--- src/hdl/mi3_pkg.sv ---
`timescale 1ns / 1ps
package mi3_pkg;
    localparam int WORD_WIDTH = 32;
    localparam int FRAC_BITS  = 16;
    localparam int NE         = 9;
    localparam int PW         = 2 * WORD_WIDTH + 1;
    localparam int CW         = 2 * WORD_WIDTH + 1;
    localparam int DW         = 3 * WORD_WIDTH + 3;
    localparam int RW         = DW + 1;
    localparam int NW         = CW + 2 * FRAC_BITS;
    localparam int QDEPTH     = 4;
    localparam int QAW        = 2;

    typedef struct packed {
        logic [NE-1:0][CW-1:0] cmag;
        logic [NE-1:0]         neg;
        logic [DW-1:0]         dmag;
        logic                  singular;
    } t_qitem;
endpackage

--- src/hdl/mi3_queue.sv ---
`timescale 1ns / 1ps
module mi3_queue import mi3_pkg::*; (
    input  logic   i_clk,
    input  logic   i_rst_n,
    input  logic   i_push,
    input  t_qitem i_item,
    output logic   o_full,
    input  logic   i_pop,
    output logic   o_empty,
    output t_qitem o_item
);
    t_qitem         r_mem [QDEPTH];
    logic [QAW-1:0] r_wp;
    logic [QAW-1:0] r_rp;
    logic [QAW:0]   r_cnt;

    assign o_full  = (r_cnt == (QAW+1)'(QDEPTH));
    assign o_empty = (r_cnt == '0);
    assign o_item  = r_mem[r_rp];

    always_ff @(posedge i_clk) begin
        if (i_push) begin
            r_mem[r_wp] <= i_item;
        end
    end

    always_ff @(posedge i_clk) begin
        if (!i_rst_n) begin
            r_wp  <= '0;
            r_rp  <= '0;
            r_cnt <= '0;
        end else begin
            if (i_push) begin
                r_wp <= r_wp + 1'b1;
            end
            if (i_pop) begin
                r_rp <= r_rp + 1'b1;
            end
            if (i_push && !i_pop) begin
                r_cnt <= r_cnt + 1'b1;
            end else if (!i_push && i_pop) begin
                r_cnt <= r_cnt - 1'b1;
            end
        end
    end
endmodule

--- config.mk ---
export PLATFORM = sky130hd
export DESIGN_NAME = mi3_queue
export DESIGN_NICKNAME = d
export VERILOG_FILES = /design/src/hdl/mi3_pkg.sv /design/src/hdl/mi3_queue.sv
export SDC_FILE = /design/constraint.sdc
export NUM_CORES = 2
export LEC_CHECK = 0
export ABC_AREA = 1
export BUFFER_PORTS_ARGS = -buffer_cell sky130_fd_sc_hd__buf_2
export CAP_MARGIN = 10
export CELL_PAD_IN_SITES_DETAIL_PLACEMENT = 0
export CELL_PAD_IN_SITES_GLOBAL_PLACEMENT = 1
export CORE_AREA = 5 5 543 545
export CTS_CLUSTER_SIZE = 24
export DETAILED_ROUTE_END_ITERATION = 10
export DIE_AREA = 0 0 548 550
export GPL_ROUTABILITY_DRIVEN = 0
export PLACE_DENSITY = 0.72
export SLEW_MARGIN = 10
export SYNTH_ARGS = -nofsm -noshare
export SYNTH_HDL_FRONTEND = slang
export SYNTH_SLANG_ARGS = --single-unit
--- constraint.sdc ---
create_clock -name i_clk -period 25.9 [get_ports i_clk]
set_input_delay 5.18 -clock i_clk [delete_from_list [all_inputs] [get_ports i_clk]]
set_output_delay 5.18 -clock i_clk [all_outputs]
set_load 0.005 [all_outputs]
Word level (Yosys, flattened, before mapping)

Memory sizes are Yosys's and may differ from the RTL's. A register that Yosys moved wholly into a read port is not among the register bits.
Cells that the tools add are included.

Bits in registers: 7
Latch bits: 0
RAM bits: 2,776
Memory bits (read-only): 0
Output and inout port bits: 696
Memories: 1

Memory list:

| name  | words | width | rd ports | clocked after memory_dff | write ports | line            | source |
|---|---|---|---|---|---|---|---|
| r_mem | 4     | 694   | 1        | 1                        | 1           | mi3_queue.sv:12 | `t_qitem r_mem [QDEPTH];` |

Add/subtract/negate cells: 4
Multiply operators: 0
Div/mod/pow operators: 0
$lt $le $gt $ge: 0
Eq/ne operators: 1
Shifts and indexed selects: 0
Muxes and demuxes: 6
Bitwise logic cells: 0
Reduce and logical (&&, ||, !) cells: 6

Operators by type and width:

| cell                                                               | number |
|---|---|
| 3-bit two-way mux                                                  | 2 |
| 2-bit by 1-bit adder with 2-bit output, second input constant      | 2 |
| 2-bit two-way mux                                                  | 2 |
| 3-bit by 1-bit adder with 3-bit output, second input constant      | 1 |
| 3-bit == test, second input constant                               | 1 |
| 3-bit zero test                                                    | 1 |
| 3-bit by 1-bit subtractor with 3-bit output, second input constant | 1 |
| 1-bit logical AND                                                  | 2 |
| 1-bit zero test                                                    | 2 |
| 1-bit two-way mux                                                  | 2 |
| 2-bit nonzero test                                                 | 1 |

Logic depth before layout (Yosys ltp)

Word-level depth: 4
Mapped depth: 10
Depth with buffers taken out: 10

Worst setup path before layout

No wires, ideal clock.

Path type: input to register
Start point: in i_push
End point: mem r_mem[2][0] (netlist name), enable pin
Arrival: 18.479 ns
Data required time: 24.863 ns
Setup slack: 6.384 ns
Stages: 2
Buffers on the path: 0
Cells stage by stage: nand2_1 -> inv_1

Cells in the longest elaborated chain, start to end: 2

Ends and longest elaborated chain:

| item                                    | line            | source |
|---|---|---|
| start: declaration                      | mi3_queue.sv:5  | `input logic i_push,` |
| 1-bit two-way mux                       | mi3_queue.sv:22 | `if (i_push) begin` |
| 1-bit two-way mux (not written as such) | mi3_queue.sv:23 | `r_mem[r_wp] <= i_item;` |
| end: declaration                        | mi3_queue.sv:12 |  |

No other way between the ends.

==> results.sh <==
export IMPL_relSlewSlack=0.2200
export IMPL_min_path_type="reg -> reg"
export IMPL_holdBufCountCts=0
export IMPL_fill_cells=25861
export IMPL_cts_buffer_depth=4
export IMPL_final_setup_tns_ns=0
export IMPL_p_comb_frac=0.090
export IMPL_grt_setup_unrepaired="no"
export IMPL_hold_viol=0
export IMPL_ant_nets=0
export IMPL_syn_cell_area_um2=102300
export IMPL_drt_pass1_iterations=5
export IMPL_vias=64243
export IMPL_synth_nets=7471
export IMPL_power_switching_w=0.002411
export IMPL_seqPwrFrac=0.513
export IMPL_cellPowerDensity_nw_per_um2=83.02
export IMPL_critPathLaunchType="flip-flop"
export IMPL_clk_latency_ns=0.87
export IMPL_power_total_w=0.01016
export IMPL_finClkSkew_ns=0.03431
export IMPL_port_buffers=1393
export IMPL_die_w_um=548
export IMPL_avgSynthCellArea_um2=15.12
export IMPL_netlist_cell_type_count=20
export IMPL_final_nets=8778
export IMPL_dp_worst_setup_slack_ns=14.87
export IMPL_netlist_instances=6767
export IMPL_layout_setup_ws_ns=14.96
export IMPL_crit_fanout=193
export IMPL_htree_levels=5
export IMPL_die_y_um=550
export IMPL_hold_path_cell_count=1
export IMPL_ys_seq_area_frac=0.8165
export IMPL_grt_max_degree=223
export IMPL_path_clk_slew_ns=0.06
export IMPL_num_io_pins=1394
export IMPL_first_iter_violations=6369
export IMPL_grt_use_total=0.1935
export IMPL_first_global_vias=61330
export IMPL_maxCapViolCount=0
export IMPL_final_cell_mix="edfxtp_1 (2776), nor2_1 (1393), buf_2 (1393)"
export IMPL_final_max_slew_violation_count=0
export IMPL_outcome="completed"
export IMPL_synth_seq_cells=2785
export IMPL_finalCritPeriodShare=0.4224
export IMPL_viasPerCell=5.272
export IMPL_cts_root_buffer="clkbuf_16"
export IMPL_rows=198
export IMPL_die_area_um2=301400
export IMPL_drt_total_wl_mm=309.1
export IMPL_tritoncts="built"
export IMPL_crit_path_end_kind="primary output"
export IMPL_leakage_nw=41.57
export IMPL_ctsResizeCount=0
export IMPL_p_clk_frac=0.397
export IMPL_crit_required_ns=20.72
export IMPL_initial_utilization=0.3533
export IMPL_cts_buffers=296
export IMPL_fin_crit_ns=10.94
export IMPL_internal_power_w=0.007744
export IMPL_yosys_warnings=0
export IMPL_critPathKind="reg -> out"
export IMPL_critical_path_arrival_ns=5.76
export IMPL_fmax_mhz=91.40
export IMPL_post_cts_setup_buffers=0
export IMPL_area_delta_synth_final_pct=19.56
export IMPL_drive_gt1_frac=0.2268
export IMPL_setup_viol=0
export IMPL_power_share_switching=0.2374
export IMPL_worst_pin_slew_ns=1.170
export IMPL_dp_final_hpwl_mm=195.7
export IMPL_irDropWorstVdd_uv=72.39
export IMPL_rr_worst_depth=9
export IMPL_antenna_found_initial=221
export IMPL_layout_commonest_cell="edfxtp_1"
export IMPL_core_area_um2=289600
export IMPL_cts_num_sinks=2785
export IMPL_drc_errors=0
export IMPL_wire_per_inst_um=25.37
export IMPL_grt_pass1_wl_mm=433.4
export IMPL_grt_overflow=0
[through the flow]
stage	instances	utilization	hold WS, ns	cell area [µm²]
final	12185	0.4224	0.4447	122300
after global routing	12139	0.4220	0.4529	122200
after CTS	12108	0.4217	0.4404	122100
after detailed placement	11576	0.3898	0.4280	112900
after global placement	11576	0.3898	0.4125	112900
after floorplan	6767	-	0.4115	102300
[per-layer routing]
layer	wire length, µm	vias to the layer above	track usage
met5	935	-	0
met4	11220	142	0.06301
met3	33120	742	0.07488
met2	142400	2761	0.3062
met1	121500	32048	0.2456
li1	-	28550	-
[synthesized netlist by cell type]
cell      instances  area share
nor2_1         1393       0.051
ha_1              5     0.00061
o22ai_1         694       0.042
buf_4             7     0.00051
buf_1             4     0.00015
buf_6             1     0.00011
nand2_1           9     0.00033
inv_2             2    0.000073
buf_2           189      0.0092
nand4_1           1    0.000061
edfxtp_1       2776        0.81
inv_1            15     0.00055
clkbuf_1        260      0.0095
dfxtp_1           9      0.0018
a21oi_1           4     0.00020
fa_1              1     0.00020
o21ai_0         615       0.030
nor3_1            2    0.000098
nand3_1           1    0.000049
o21ai_1         779       0.038
[critical path, cell delays in order (launching register included)]
cell     delay (ns)
dfxtp_4        0.64
buf_4          0.88
buf_4          0.89
buf_12         0.62
buf_12         0.64
o21ai_0        0.20
o22ai_1        0.27
buf_2          0.21
[final timing paths]
check	startpoint	endpoint	slack [ns]
max	flip-flop	o_item[44]	14.96
min	r_rp[1]	flip-flop	0.44
max reg2reg	r_wp[0]	r_mem[2][51]	19.86
min reg2reg	r_rp[1]	flip-flop	0.44
[sequential cells by signal, summed over array words and instances (netlist names), named ones only]
signal	count
r_rp	2
r_cnt	3
r_wp	2
r_mem	2776
[power by group through the flow]
stage | logic (W) | clock network [W] | registers [W]
after global placement | 0.000903 | 0 | 0.00529
final | 0.000913 | 0.00404 | 0.00521
after detailed placement | 0.000921 | 0 | 0.00530
after global routing | 0.000992 | 0.00431 | 0.00521
after CTS | 0.000924 | 0.00411 | 0.00520
after floorplan | 0.000415 | 0 | 0.00541
[cell families (layout without fill, tap and decap cells)]
kind of cell,count (synthesis),in the layout,synth area share
compound gates,2092,2092,0.1108
simple gates,1406,1406,0.05165
flops,2785,2785,0.8165
other cells,0,77,0
buf+inv,478,2019,0.02018
fa+ha+maj,6,6,0.0008072
[area by class of cell]
class	count	area [µm²]	area share
Antenna cell	77	192.7	0.001575
Clock buffer	356	7695	0.06291
Clock inverter	176	1554	0.01270
Inverter	17	108.9	0.0008899
Multi-Input combinational cell	3504	16700	0.1366
Sequential cell	2785	83550	0.6830
Tap cell	3800	4755	0.03887
Timing Repair Buffer	1470	7762	0.06346
No activity file was read; power rests on OpenSTA's default activity.
